--- src/rsd_pkg.sv ---
`default_nettype none

package rsd_pkg;

	// Fixed field widths
	localparam int PRICE_W     = 24;
	localparam int SQR_W       = 2 * PRICE_W;
	localparam int STD_W       = 31;
	localparam int CFG_W       = 7;
	localparam int OUT_TDATA_W = 32;

	// Window length after reset
	localparam logic [CFG_W-1:0] WINDOW_RESET = 7'd5;

	// Top-level sequencer: sample bookkeeping and result hand-off
	typedef enum logic [2:0] {
		T_IDLE,
		T_UPD,
		T_SUB,
		T_CALC,
		T_EMIT
	} top_state_t;

	// Arithmetic engine sequencer
	typedef enum logic [2:0] {
		C_IDLE,
		C_MULQ,
		C_MULS,
		C_DIFF,
		C_SQRT,
		C_DIV,
		C_DONE
	} calc_state_t;

endpackage

`default_nettype wire

--- src/rolling_std_deviation_core.sv ---
// Sliding-window population standard deviation of a price stream.
//
// Input stream s_axis: one 24-bit price sample per transfer. Output stream
// m_axis: one result per sample, tdata = std_dev (8 fraction bits by default,
// rounded down), tuser = window_full. Until the window holds window_length
// samples the result is 0 with window_full low.
// Config channel cfg: a write sets window_length (0 acts as 1, values above
// WINDOW_MAX clamp) and restarts the window. Write only while the block is idle.
//
// While the window is filling, a sample goes from input transfer through the
// update, subtract and emit states to the result. Once full, a shared
// add/subtract unit runs N*Q, S*S, the digit-by-digit square root and the
// restoring divide by N one step per cycle, with s_axis_tready low meanwhile;
// the next sample is taken once the sequencer is back in idle.
// The result sits in an output register; a stalled receiver only holds the
// block once a second result is ready to be loaded behind it.
// Reset clears the window, the running sums and the output valid flag and sets
// window_length to 5. The sample ring needs no clearing: entries are read only
// once the window is full.
`default_nettype none

module rolling_std_deviation_core #(
	parameter int WINDOW_MAX    = 64,
	parameter int FRACTION_BITS = 8
) (
	input  wire logic                              clk,
	input  wire logic                              arst_n,

	input  wire logic                              cfg_valid,
	output logic                                   cfg_ready,
	input  wire logic [rsd_pkg::CFG_W-1:0]         cfg_data,

	input  wire logic                              s_axis_tvalid,
	output logic                                   s_axis_tready,
	input  wire logic [rsd_pkg::PRICE_W-1:0]       s_axis_tdata,   // [23:0] price_sample

	output logic                                   m_axis_tvalid,
	input  wire logic                              m_axis_tready,
	output logic      [rsd_pkg::OUT_TDATA_W-1:0]   m_axis_tdata,   // [30:0] std_dev, [31] zero
	output logic                                   m_axis_tuser    // [0] window_full
);

	import rsd_pkg::*;

	localparam int L     = $clog2(WINDOW_MAX);
	localparam int NW    = $clog2(WINDOW_MAX + 1);
	localparam int SUM_W = PRICE_W + L;
	localparam int SQ_W  = 2 * PRICE_W + L;
	localparam int CMP_W = (NW > CFG_W) ? NW : CFG_W;

	function automatic logic [NW-1:0] clamp_window(input logic [CFG_W-1:0] w);
		logic [CMP_W-1:0] wide;
		wide = CMP_W'(w);
		if (w == '0) begin
			return NW'(1);
		end else if (wide > CMP_W'(WINDOW_MAX)) begin
			return NW'(WINDOW_MAX);
		end else begin
			return NW'(w);
		end
	endfunction

	top_state_t         state_q, state_d;
	logic [NW-1:0]      n_q;
	logic [L-1:0]       ptr_q;
	logic [L-1:0]       p_q;
	logic [NW-1:0]      fill_q;
	logic [SUM_W-1:0]   sum_q;
	logic [SQ_W-1:0]    sqsum_q;
	logic [PRICE_W-1:0] x_q;
	logic [SQR_W-1:0]   sq_q;
	logic               fb_q;
	logic               out_valid_q;
	logic [STD_W-1:0]   out_std_q;
	logic               out_full_q;

	logic               in_xfer, cfg_xfer, out_free;
	logic               calc_start, calc_done, calc_busy;
	logic [STD_W-1:0]   calc_std;
	logic               full_now;
	logic [L-1:0]       p_sel;
	logic [NW-1:0]      p_inc;
	logic [PRICE_W-1:0] ring_rd;
	logic [PRICE_W-1:0] mul_in;

	assign in_xfer  = s_axis_tvalid && s_axis_tready;
	assign cfg_xfer = cfg_valid && cfg_ready;
	assign out_free = !out_valid_q || m_axis_tready;
	assign full_now = (fill_q >= n_q);

	// Ring slot for this sample and the slot after it
	assign p_sel = (NW'(ptr_q) >= n_q) ? '0 : ptr_q;
	assign p_inc = NW'(p_q) + 1'b1;

	rsd_ring #(
		.DEPTH  (WINDOW_MAX),
		.DATA_W (PRICE_W)
	) u_ring (
		.clk   (clk),
		.wen   (in_xfer),
		.addr  (p_sel),
		.wdata (s_axis_tdata),
		.rdata (ring_rd)
	);

	rsd_calc #(
		.WINDOW_MAX    (WINDOW_MAX),
		.FRACTION_BITS (FRACTION_BITS)
	) u_calc (
		.clk     (clk),
		.arst_n  (arst_n),
		.start   (calc_start),
		.n       (n_q),
		.sum     (sum_q),
		.sqsum   (sqsum_q),
		.done    (calc_done),
		.busy    (calc_busy),
		.std_dev (calc_std)
	);

	// Next state
	always_comb begin
		state_d = state_q;
		unique case (state_q)
			T_IDLE: if (in_xfer) state_d = T_UPD;
			T_UPD:  state_d = T_SUB;
			T_SUB:  state_d = full_now ? T_CALC : T_EMIT;
			T_CALC: if (calc_done) state_d = T_EMIT;
			T_EMIT: if (out_free) state_d = T_IDLE;
			default: state_d = T_IDLE;
		endcase
	end

	// Handshakes and engine start
	always_comb begin
		s_axis_tready = 1'b0;
		cfg_ready     = 1'b0;
		calc_start    = 1'b0;
		unique case (state_q)
			T_IDLE: begin
				cfg_ready     = 1'b1;
				s_axis_tready = !cfg_valid;
			end
			// sums settle at the end of this cycle, before the engine reads them
			T_SUB:  calc_start = full_now;
			T_UPD, T_CALC, T_EMIT: calc_start = 1'b0;
			default: calc_start = 1'b0;
		endcase
	end

	// Squarer: new sample at input transfer, evicted sample in the cycle after it
	assign mul_in = (state_q == T_IDLE) ? s_axis_tdata : ring_rd;

	always_ff @(posedge clk) begin
		sq_q <= SQR_W'(mul_in) * SQR_W'(mul_in);
		if (in_xfer) begin
			x_q  <= s_axis_tdata;
			p_q  <= p_sel;
			fb_q <= full_now;
		end
		if (state_q == T_EMIT && out_free) begin
			out_std_q  <= full_now ? calc_std : '0;
			out_full_q <= full_now;
		end
	end

	// Window bookkeeping, running sums and output valid
	always_ff @(posedge clk or negedge arst_n) begin
		if (!arst_n) begin
			state_q     <= T_IDLE;
			n_q         <= clamp_window(WINDOW_RESET);
			ptr_q       <= '0;
			fill_q      <= '0;
			sum_q       <= '0;
			sqsum_q     <= '0;
			out_valid_q <= 1'b0;
		end else begin
			state_q <= state_d;
			if (cfg_xfer) begin
				n_q     <= clamp_window(cfg_data);
				ptr_q   <= '0;
				fill_q  <= '0;
				sum_q   <= '0;
				sqsum_q <= '0;
			end
			if (state_q == T_UPD) begin
				sum_q   <= sum_q + SUM_W'(x_q) - (fb_q ? SUM_W'(ring_rd) : '0);
				sqsum_q <= sqsum_q + SQ_W'(sq_q);
				ptr_q   <= (p_inc >= n_q) ? '0 : p_inc[L-1:0];
				if (fill_q < n_q) begin
					fill_q <= fill_q + 1'b1;
				end
			end
			// drop the evicted square
			if (state_q == T_SUB && fb_q) begin
				sqsum_q <= sqsum_q - SQ_W'(sq_q);
			end
			if (state_q == T_EMIT && out_free) begin
				out_valid_q <= 1'b1;
			end else if (m_axis_tready) begin
				out_valid_q <= 1'b0;
			end
		end
	end

	assign m_axis_tvalid = out_valid_q;
	assign m_axis_tdata  = OUT_TDATA_W'(out_std_q);
	assign m_axis_tuser  = out_full_q;

	a_accept_update: assert property (@(posedge clk) disable iff (!arst_n)
		in_xfer |=> state_q == T_UPD)
		else $error("sample transfer not followed by update");

	a_ptr_in_window: assert property (@(posedge clk) disable iff (!arst_n)
		(NW'(ptr_q) < n_q) && (fill_q <= n_q))
		else $error("ring pointer or fill count outside window");

	a_partial_zero: assert property (@(posedge clk) disable iff (!arst_n)
		(m_axis_tvalid && !m_axis_tuser) |-> (m_axis_tdata == '0))
		else $error("nonzero result before window is full");

	a_calc_only_when_full: assert property (@(posedge clk) disable iff (!arst_n)
		calc_busy |-> (state_q == T_CALC) && full_now)
		else $error("engine running outside calc state");

endmodule

`default_nettype wire

--- src/rsd_ring.sv ---
`default_nettype none

module rsd_ring #(
	parameter int DEPTH  = 64,
	parameter int DATA_W = 24
) (
	input  wire logic                     clk,
	input  wire logic                     wen,
	input  wire logic [$clog2(DEPTH)-1:0] addr,
	input  wire logic [DATA_W-1:0]        wdata,
	output logic      [DATA_W-1:0]        rdata
);

	logic [DATA_W-1:0] mem_q [DEPTH];

	// Single port, read-before-write: rdata gets the old entry
	always_ff @(posedge clk) begin
		if (wen) begin
			mem_q[addr] <= wdata;
		end
		rdata <= mem_q[addr];
	end

endmodule

`default_nettype wire

--- src/rsd_calc.sv ---
`default_nettype none

module rsd_calc #(
	parameter int WINDOW_MAX    = 64,
	parameter int FRACTION_BITS = 8
) (
	input  wire logic                                             clk,
	input  wire logic                                             arst_n,
	input  wire logic                                             start,
	input  wire logic [$clog2(WINDOW_MAX+1)-1:0]                  n,
	input  wire logic [rsd_pkg::PRICE_W+$clog2(WINDOW_MAX)-1:0]   sum,
	input  wire logic [2*rsd_pkg::PRICE_W+$clog2(WINDOW_MAX)-1:0] sqsum,
	output logic                                                  done,
	output logic                                                  busy,
	output logic      [rsd_pkg::STD_W-1:0]                        std_dev
);

	import rsd_pkg::*;

	localparam int L     = $clog2(WINDOW_MAX);
	localparam int NW    = $clog2(WINDOW_MAX + 1);
	localparam int SUM_W = PRICE_W + L;
	// D = N*Q - S*S fits in twice the sum width; wide enough for the root remainder too
	localparam int A_W   = 2 * SUM_W;
	localparam int R_W   = SUM_W + FRACTION_BITS;
	localparam int Q_W   = (R_W > STD_W) ? R_W : STD_W;
	localparam int CW    = $clog2(R_W);

	calc_state_t       state_q, state_d;
	logic [CW-1:0]     cnt_q;
	logic [A_W-1:0]    acc_q;
	logic [A_W-1:0]    t_q;
	logic [SUM_W-1:0]  m_q;
	logic [R_W-1:0]    root_q;

	logic [A_W-1:0]    op_a, op_b;
	logic              op_sub;
	logic [A_W:0]      add_res;
	logic              carry;
	logic              last;
	logic [A_W-1:0]    rem_sqrt, rem_div;
	logic [Q_W-1:0]    root_wide;

	// Shared add/subtract unit; carry out of a subtract means a >= b
	assign add_res = {1'b0, op_a} + {1'b0, op_b ^ {A_W{op_sub}}} + (A_W+1)'(op_sub);
	assign carry   = add_res[A_W];
	assign last    = (cnt_q == '0);

	// Shifted partial remainders for square root (two bits of D) and divide (one root bit)
	assign rem_sqrt = {t_q[A_W-3:0], acc_q[A_W-1:A_W-2]};
	assign rem_div  = {t_q[A_W-2:0], root_q[R_W-1]};

	// Next state
	always_comb begin
		state_d = state_q;
		unique case (state_q)
			C_IDLE: if (start) state_d = C_MULQ;
			C_MULQ: if (last) state_d = C_MULS;
			C_MULS: if (last) state_d = C_DIFF;
			C_DIFF: state_d = C_SQRT;
			C_SQRT: if (last) state_d = C_DIV;
			C_DIV:  if (last) state_d = C_DONE;
			C_DONE: state_d = C_IDLE;
			default: state_d = C_IDLE;
		endcase
	end

	// Operand selection and status
	always_comb begin
		op_a   = '0;
		op_b   = '0;
		op_sub = 1'b0;
		done   = 1'b0;
		busy   = 1'b1;
		unique case (state_q)
			C_IDLE: busy = 1'b0;
			C_MULQ: begin
				op_a = {acc_q[A_W-2:0], 1'b0};
				op_b = m_q[SUM_W-1] ? A_W'(sqsum) : '0;
			end
			C_MULS: begin
				op_a = {t_q[A_W-2:0], 1'b0};
				op_b = m_q[SUM_W-1] ? A_W'(sum) : '0;
			end
			C_DIFF: begin
				op_a   = acc_q;
				op_b   = t_q;
				op_sub = 1'b1;
			end
			C_SQRT: begin
				op_a   = rem_sqrt;
				op_b   = A_W'({root_q, 2'b01});
				op_sub = 1'b1;
			end
			C_DIV: begin
				op_a   = rem_div;
				op_b   = A_W'(n);
				op_sub = 1'b1;
			end
			C_DONE: done = 1'b1;
			default: busy = 1'b0;
		endcase
	end

	// Control registers
	always_ff @(posedge clk or negedge arst_n) begin
		if (!arst_n) begin
			state_q <= C_IDLE;
			cnt_q   <= '0;
		end else begin
			state_q <= state_d;
			case (state_q)
				C_IDLE: if (start) cnt_q <= CW'(NW - 1);
				C_MULQ: cnt_q <= last ? CW'(SUM_W - 1) : cnt_q - 1'b1;
				C_DIFF: cnt_q <= CW'(R_W - 1);
				C_SQRT: cnt_q <= last ? CW'(R_W - 1) : cnt_q - 1'b1;
				C_MULS, C_DIV: cnt_q <= cnt_q - 1'b1;
				default: cnt_q <= cnt_q;
			endcase
		end
	end

	// Datapath registers
	always_ff @(posedge clk) begin
		case (state_q)
			C_IDLE: begin
				if (start) begin
					// window length left-aligned so its top bit drives the first step
					m_q   <= SUM_W'(n) << (SUM_W - NW);
					acc_q <= '0;
					t_q   <= '0;
				end
			end
			C_MULQ: begin
				acc_q <= add_res[A_W-1:0];
				m_q   <= last ? sum : {m_q[SUM_W-2:0], 1'b0};
			end
			C_MULS: begin
				t_q <= add_res[A_W-1:0];
				m_q <= {m_q[SUM_W-2:0], 1'b0};
			end
			C_DIFF: begin
				acc_q  <= add_res[A_W-1:0];
				t_q    <= '0;
				root_q <= '0;
			end
			C_SQRT: begin
				acc_q  <= {acc_q[A_W-3:0], 2'b00};
				root_q <= {root_q[R_W-2:0], carry};
				if (last) begin
					t_q <= '0;
				end else begin
					t_q <= carry ? add_res[A_W-1:0] : rem_sqrt;
				end
			end
			C_DIV: begin
				// quotient bits shift in behind the root bits
				root_q <= {root_q[R_W-2:0], carry};
				t_q    <= carry ? add_res[A_W-1:0] : rem_div;
			end
			default: begin
				root_q <= root_q;
			end
		endcase
	end

	// Saturate to the output width
	assign root_wide = Q_W'(root_q);
	assign std_dev   = (root_wide > Q_W'({STD_W{1'b1}})) ? '1 : STD_W'(root_wide);

	a_start_idle: assert property (@(posedge clk) disable iff (!arst_n)
		start |-> state_q == C_IDLE)
		else $error("calc started while busy");

	a_done_then_idle: assert property (@(posedge clk) disable iff (!arst_n)
		done |=> (state_q == C_IDLE) && !busy)
		else $error("calc did not return to idle after done");

	a_div_end_done: assert property (@(posedge clk) disable iff (!arst_n)
		(state_q == C_DIV && last) |=> done)
		else $error("done missing after last divide step");

endmodule

`default_nettype wire

--- config.mk ---
export PLATFORM = sky130hd
export DESIGN_NAME = rolling_std_deviation_core
export DESIGN_NICKNAME = d
export VERILOG_FILES = /design/src/rsd_pkg.sv /design/src/rolling_std_deviation_core.sv /design/src/rsd_ring.sv /design/src/rsd_calc.sv
export SDC_FILE = /design/constraint.sdc
export NUM_CORES = 2
export LEC_CHECK = 0
export BUFFER_PORTS_ARGS = -buffer_cell sky130_fd_sc_hd__buf_4
export CAP_MARGIN = 20
export CORE_ASPECT_RATIO = 0.6
export CORE_MARGIN = 2
export CORE_UTILIZATION = 45
export DETAILED_ROUTE_END_ITERATION = 10
export HOLD_SLACK_MARGIN = 0.02
export PLACE_DENSITY = 0.63
export SETUP_SLACK_MARGIN = 0.4
export SYNTH_ARGS = -nofsm -noshare
export SYNTH_HDL_FRONTEND = slang
export SYNTH_SLANG_ARGS = --single-unit
--- constraint.sdc ---
create_clock -name clk -period 12.3 [get_ports clk]
set_input_delay 0.615 -clock clk [delete_from_list [all_inputs] [get_ports clk]]
set_output_delay 0.615 -clock clk [all_outputs]
set_load 0.01 [all_outputs]
* After elaboration in Yosys (flattened, before gate mapping)
Memory sizes are Yosys's and may differ from the RTL's. A register that Yosys moved wholly into a read port is not among the register bits.
Index checks and enable logic that the tools add are counted.
** Storage, ports and cells
- Bits in registers :: 416
- RAM bits :: 1536
- Input port bits :: 36
- Output and inout port bits :: 36
- Logic and storage cells :: 139
- Memories :: 1
** Operators by class
- $add $sub $neg :: 9
- $mul :: 1
- $lt $le $gt $ge :: 6
- Equality and inequality tests :: 18
- Mux-type cells :: 55
- Bitwise gates (word level) :: 1
- Reduce and logical (&&, ||, !) cells :: 29
** Memory list
- u_ring.mem_q :: words 64, width 24, rd ports 1, clocked after memory_dff 1, wr ports 1, RTL line rsd_ring.sv:14 : logic [DATA_W-1:0] mem_q [DEPTH];
** Operator list (count)
- $pmux W60 S5 :: 3
- $mux W60 :: 4
- $mux W54 :: 4
- $pmux W60 S3 :: 1
- $mux W30 :: 5
- $pmux W30 S3 :: 1
- $pmux W38 S2 :: 1
- $add A60 B60 Y61 :: 1
- $add A61 B1 Y61 :: 1
- $xor A60 B60 Y60 :: 1
- $add A54 B48 Y54 :: 1
- $sub A54 B48 Y54 :: 1
- $mul A24 B24 Y48 :: 1
- $mux W24 :: 2
- $mux W6 :: 7
- $gt A38 B31 Y1 const B :: 1
- $mux W7 :: 5
- $mux W31 :: 1
- $add A30 B24 Y30 :: 1
- $pmux W6 S5 :: 1
- $sub A30 B24 Y30 :: 1
- $mux W3 :: 9
- $pmux W3 S6 :: 1
- $pmux W3 S5 :: 1
- 27 further kinds :: 64

* Logic depth before layout (Yosys ltp)
- Depth after elaboration :: 9
- Mapped depth :: 33
- Gate-level depth less buffers :: 31

* Cells and area by module
A second synthesis with hierarchy kept.
** Second synthesis, totals
- Cell total of the unflattened synthesis :: 9148
- Area total of the unflattened synthesis :: 108910.7 um2
** By module, submodules not included
- rsd_ring :: instances 1, cells each 3406, area an instance 59463.3 um2, seq. area each 46604.7 um2
- rolling_std_deviation_core :: instances 1, cells each 3712, area an instance 32551.2 um2, seq. area each 5537.8 um2
- rsd_calc :: instances 1, cells each 2030, area an instance 16896.2 um2, seq. area each 5870.6 um2

* Least setup slack after synthesis
No wires, ideal clock.
- Path type :: flip-flop to flip-flop
- Start :: register state_q[2]
- End :: register sq_q[34]
- Library setup time :: 0.072 ns
- Arrival :: 8.628 ns
- Required time :: 12.228 ns
- Setup slack :: 3.600 ns
- Stages on the path, launching flop included :: 31
- Buffers on the path :: 4
- Clock period less this slack :: 8.700 ns
- Path through :: dfrtp_1 -> clkbuf_1 -> nor3_1 -> clkbuf_1 -> buf_1 -> mux2_2 -> inv_1 -> buf_1 -> nor2_1 -> fa_1 -> fa_1 -> fa_1 -> inv_1 -> fa_1 -> inv_1 -> fa_1 -> fa_1 -> inv_1 -> fa_1 -> inv_1 -> ha_1 -> a21o_1 -> a21o_1 -> a21o_1 -> a21o_1 -> a221o_1 -> or2_1 -> o21a_1 -> a221o_1 -> a21oi_1 -> xnor2_1
** On the way
- Cells in the longest elaborated chain, start to end :: 3
** Ends and longest elaborated chain
- start: declaration :: RTL line rolling_std_deviation_core.sv:63 : top_state_t state_q, state_d;
- start signal: assignment :: RTL line rolling_std_deviation_core.sv:178 : state_q <= state_d;
- $logic_not A3 Y1 :: RTL line rolling_std_deviation_core.sv:152 : assign mul_in = (state_q == T_IDLE) ? s_axis_tdata : ring_rd;
- $mux W24 :: RTL line rolling_std_deviation_core.sv:152
- $mul A24 B24 Y48 :: RTL line rolling_std_deviation_core.sv:155 : sq_q <= SQR_W'(mul_in) * SQR_W'(mul_in);
- end signal: assignment :: RTL line rolling_std_deviation_core.sv:155
- end: declaration :: RTL line rolling_std_deviation_core.sv:71 : logic [SQR_W-1:0] sq_q;
Every way passes these cells.
A chain may end at the register's enable or synchronous reset.

* Final worst setup path
- Start :: register state_q[1]
- End :: register sq_q[47]
The elaborated chain is that of the path after synthesis.

==> results.env <==
OUTCOME='complete, but fails checks'
VIOLATED_CHECKS='DRC'
VIA_PER_INST=6.34
DIE_W_UM=628
CRITICAL_PATH.SLOWEST_CELL='o41ai_1'
FP.COREAREA_SQ_MM=0.232
CRITPATHARRIVALTIME_NS=10.31
GR-USAGE-MET2=0.381
I_O_PIN_COUNT=72
REGISTER_AREA_SQ_MM=0.0580
TOTALWIRELENGTH_MM=366
WORST_SKEW_PAIR.LATE_LATENCY_NS=0.90
WORSTMARGINPINSLEW_NS=1.29
POST_CTS_RESIZED=0
SYNTH-SEQ-AREA-SHARE=0.552
FIRST_GLOBAL_VIAS=71300
MET3_USAGE=0.126
SYNTHCELLS=8519
PERIOD_MINUS_SLACK_NS=9.62
WORST_EP_REQUIRED_TIME_NS=12.99
FINAL_MIN_PERIOD_OVER_CLOCK_PERIOD=0.782
CLK_ROOT_BUFFER_CELL='clkbuf_16'
SYNTH-EDFF-COUNT=1787
CLOCK-SKEW-FINAL_NS=0.113
SYN_AREA_SQ_MM=0.105
CLK_PIN_SLEW_NS=0.07
GRT_SETUP_UNREPAIRED='no'
SETUP_VIOL=0
CTS_BUFFER_DEPTH=4
INITIAL_DRC_COUNT=12800
CAP_VIOLATIONS=0
CPMOSTUSEDCELL='fa_1'
TOTALNEGATIVESETUPSLACK_NS=0
AREA_TAKEN_BY_MULTI_INPUT_LOGIC_GATES_SQ_MM=0.0426
HOLD_PATH_CLASS='input pin to register'
GRT_USE_MET1=0.471
GRT_PASS1_WL_MM=522
LAYOUT.NETS=9409
ANT_NETS=0
GP_CONGESTION=0.975
HOLD_VIOL=0
TOP_USAGE_LAYER='met1'
NETLIST-CELL-TYPE-COUNT=92
PLACEMENT_ROWS=137
FIRSTDRTPASSITERS=11
ACHIEVABLE-FREQUENCY_MHz=104
SLEW_HEADROOM=0.133
GLOBALROUTE.TOTALOVERFLOW=0
CRIT_PATH_START_KIND='register'
DRIVE_ABOVE_1_SHARE=0.103
DR_TOTAL_VIAS=75000
SYNTHESIS_WARNING_TOTAL=0
DIE_AREA_SQ_MM=0.238
ASYNC_FLOP_SHARE=0.0592
WORST_PATH_LARGEST_CELL_DELAY_NS=0.84
CTS_INSERTED_BUFFERS=189
TIMING.SETUP.CRITICAL_PATH_CLASS='register to register'
YS_SEQ_ELEMENTS=1975
INITIAL_CELL_DENSITY_OF_THE_CORE=0.453
CP-END-KIND='register'
TIMING_MAX_TRANSITION_VIOLATIONS_FINAL=0
DETAIL_ROUTE.DRC_VIOLATIONS=1
YS.FLOP_TYPE='edfxtp_1'
GRT_ANTENNA_BEFORE_REPAIR=25
DIE_HEIGHT_UM=379
DETAILEDPLACEMENTHPWL_MM=249
LARGEST_NET_DEGREE_AT_THE_START_OF_GLOBAL_ROUTING=103
IO_BUFFERS=70
CRITICAL_PATH_PEAK_FANOUT=31
ROUTE.DETAILED.WL_PER_INST_UM=30.9
H_TREE_DEPTH=4
TRITONCTS='done'
MEAN_CELL_AREA_OF_THE_MAPPED_NETLIST_SQ_UM=12.3
SYNTHESIZED_NET_COUNT=9382
SYN_TO_FINAL_GROWTH_PCT=10.5
CTS.SINK_COUNT=1975
GRT.TOTAL_USAGE=0.302
NUM-FILL-CELLS=20200
[layout by cell type, fill, tap and decap left out, types with 56 or more instances in the layout]
cell type and n:
xnor2_1 125, nand3_1 91, mux2i_1 222, mux2_2 139, dfrtp_1 109, ha_1 380, a221oi_1 96, a31oi_1 106
nor2_2 67, nor3_1 66, a22oi_1 197, edfxtp_1 1787, o21ai_0 193, a222oi_1 201, fa_1 447, clkbuf_16 190
dfxtp_1 71, inv_1 847, a21oi_1 519, buf_4 294, and2_1 76, o21ai_1 81, a21o_1 129, xor2_1 56
o22ai_1 99, nand2_1 598, nor2_1 452, a22o_1 121
[cell usage after synthesis, types with 93 or more instances]
library cell	number	area [sq um]
a21o_1	130	976
a21oi_1	522	2610
a221oi_1	96	841
a222oi_1	201	2010
a22o_1	121	1060
a22oi_1	197	1480
a31oi_1	107	669
clkbuf_1	394	1480
dfrtp_1	115	2880
edfxtp_1	1787	53700
fa_1	447	8950
ha_1	380	4750
inv_1	849	3190
mux2_2	139	1570
mux2i_1	225	2250
nand2_1	600	2250
nand3_1	93	465
nor2_1	530	1990
o21ai_0	193	966
o22ai_1	99	619
xnor2_1	125	1090
[through the flow]
stage | area (sq um) | util | hold WS [ns] | setup slack [ns] | instances
after floorplan | 105000 | - | 0.319 | 3.60 | 8519
after global placement | 110000 | 0.473 | 0.508 | 2.82 | 11500
after detailed placement | 110000 | 0.474 | 0.517 | 2.65 | 11500
after CTS | 116000 | 0.500 | 0.0482 | 2.78 | 11800
after global routing | 116000 | 0.500 | 0.0424 | 2.07 | 11800
final | 116000 | 0.500 | 0.0759 | 2.68 | 11800
[logic make-up after synthesis]
logic type               after synthesis  synth area share
multiplexers                         391            0.0421
other                                  1         0.0000356
AND/OR/NAND/NOR                     1653            0.0701
AO/OA/AOI/OAI                       2152             0.143
flip-flops                          1975             0.552
buffers and inverters               1339            0.0479
XOR/XNOR                             181            0.0151
adder cells (fa/ha/maj)              827             0.130
[area by class of cell]
class / instances / share of cell area
Sequential cell: 1975 / 0.499
Multi-Input combinational cell: 5205 / 0.366
Clock buffer: 226 / 0.0421
Tap cell: 3127 / 0.0336
Inverter: 868 / 0.0280
Timing Repair Buffer: 307 / 0.0207
Clock inverter: 110 / 0.00974
Antenna cell: 15 / 0.000323
[layer usage]
| layer | vias up | part of all wire |
|---|---|---|
| met2 | 5083 | 0.37 |
| met1 | 37800 | 0.44 |
| met3 | 533 | 0.16 |
| met5 | - | 0.00075 |
| li1 | 31600 | - |
| met4 | 10 | 0.023 |
[registers in the layout (all words and copies together), names as in the netlist]
signal and count:
fb_q 1, fill_q 7, m_axis_tuser 1, m_axis_tvalid 1
n_q 7, out_std_q 31, p_q 6, ptr_q 6
sq_q 47, sqsum_q 54, state_q 3, sum_q 30
u_calc.acc_q 60, u_calc.cnt_q 6, u_calc.m_q 30, u_calc.root_q 38
u_calc.state_q 3, u_calc.t_q 60, u_ring.mem_q 1536, u_ring.rdata 24
x_q 24
[critical path, delay by kind of cell, from the launching register on]
family	cells	cell delay [ns]
fa+ha+maj	8	3.37
compound gates	8	2.49
buf+inv	7	1.91
simple gates	4	0.65
flops	1	0.55
mux	2	0.41
[worst paths after layout]
path / from / slack, ns / cells past startpoint / end
min in group asynchronous: arst_n / 0.30 / 2 / ptr_q[0]$_DFFE_PN0P_
hold reg to reg: u_calc.m_q[0]$_DFFE_PP_ / 0.51 / 1 / u_calc.m_q[1]$_DFFE_PP_
hold / removal: s_axis_tdata[20] / 0.08 / 1 / u_ring.mem_q[43][20]$_DFFE_PP_
setup / recovery: state_q[1]$_DFFE_PN0P_ / 2.68 / 29 / sq_q[47]$_DFF_P_
max in group asynchronous: arst_n / 10.26 / 4 / sqsum_q[36]$_DFFE_PN0P_
setup reg to reg: state_q[1]$_DFFE_PN0P_ / 2.68 / 29 / sq_q[47]$_DFF_P_
[repair_timing]
action / CTS / global route
hold endpoints to repair: 45 / 0
buffers inserted: 0 / 0
hold buffers: 3 / 0
Power is not shown: default switching activity piles up to over one toggle a cycle in this logic, so the estimate is an artifact.
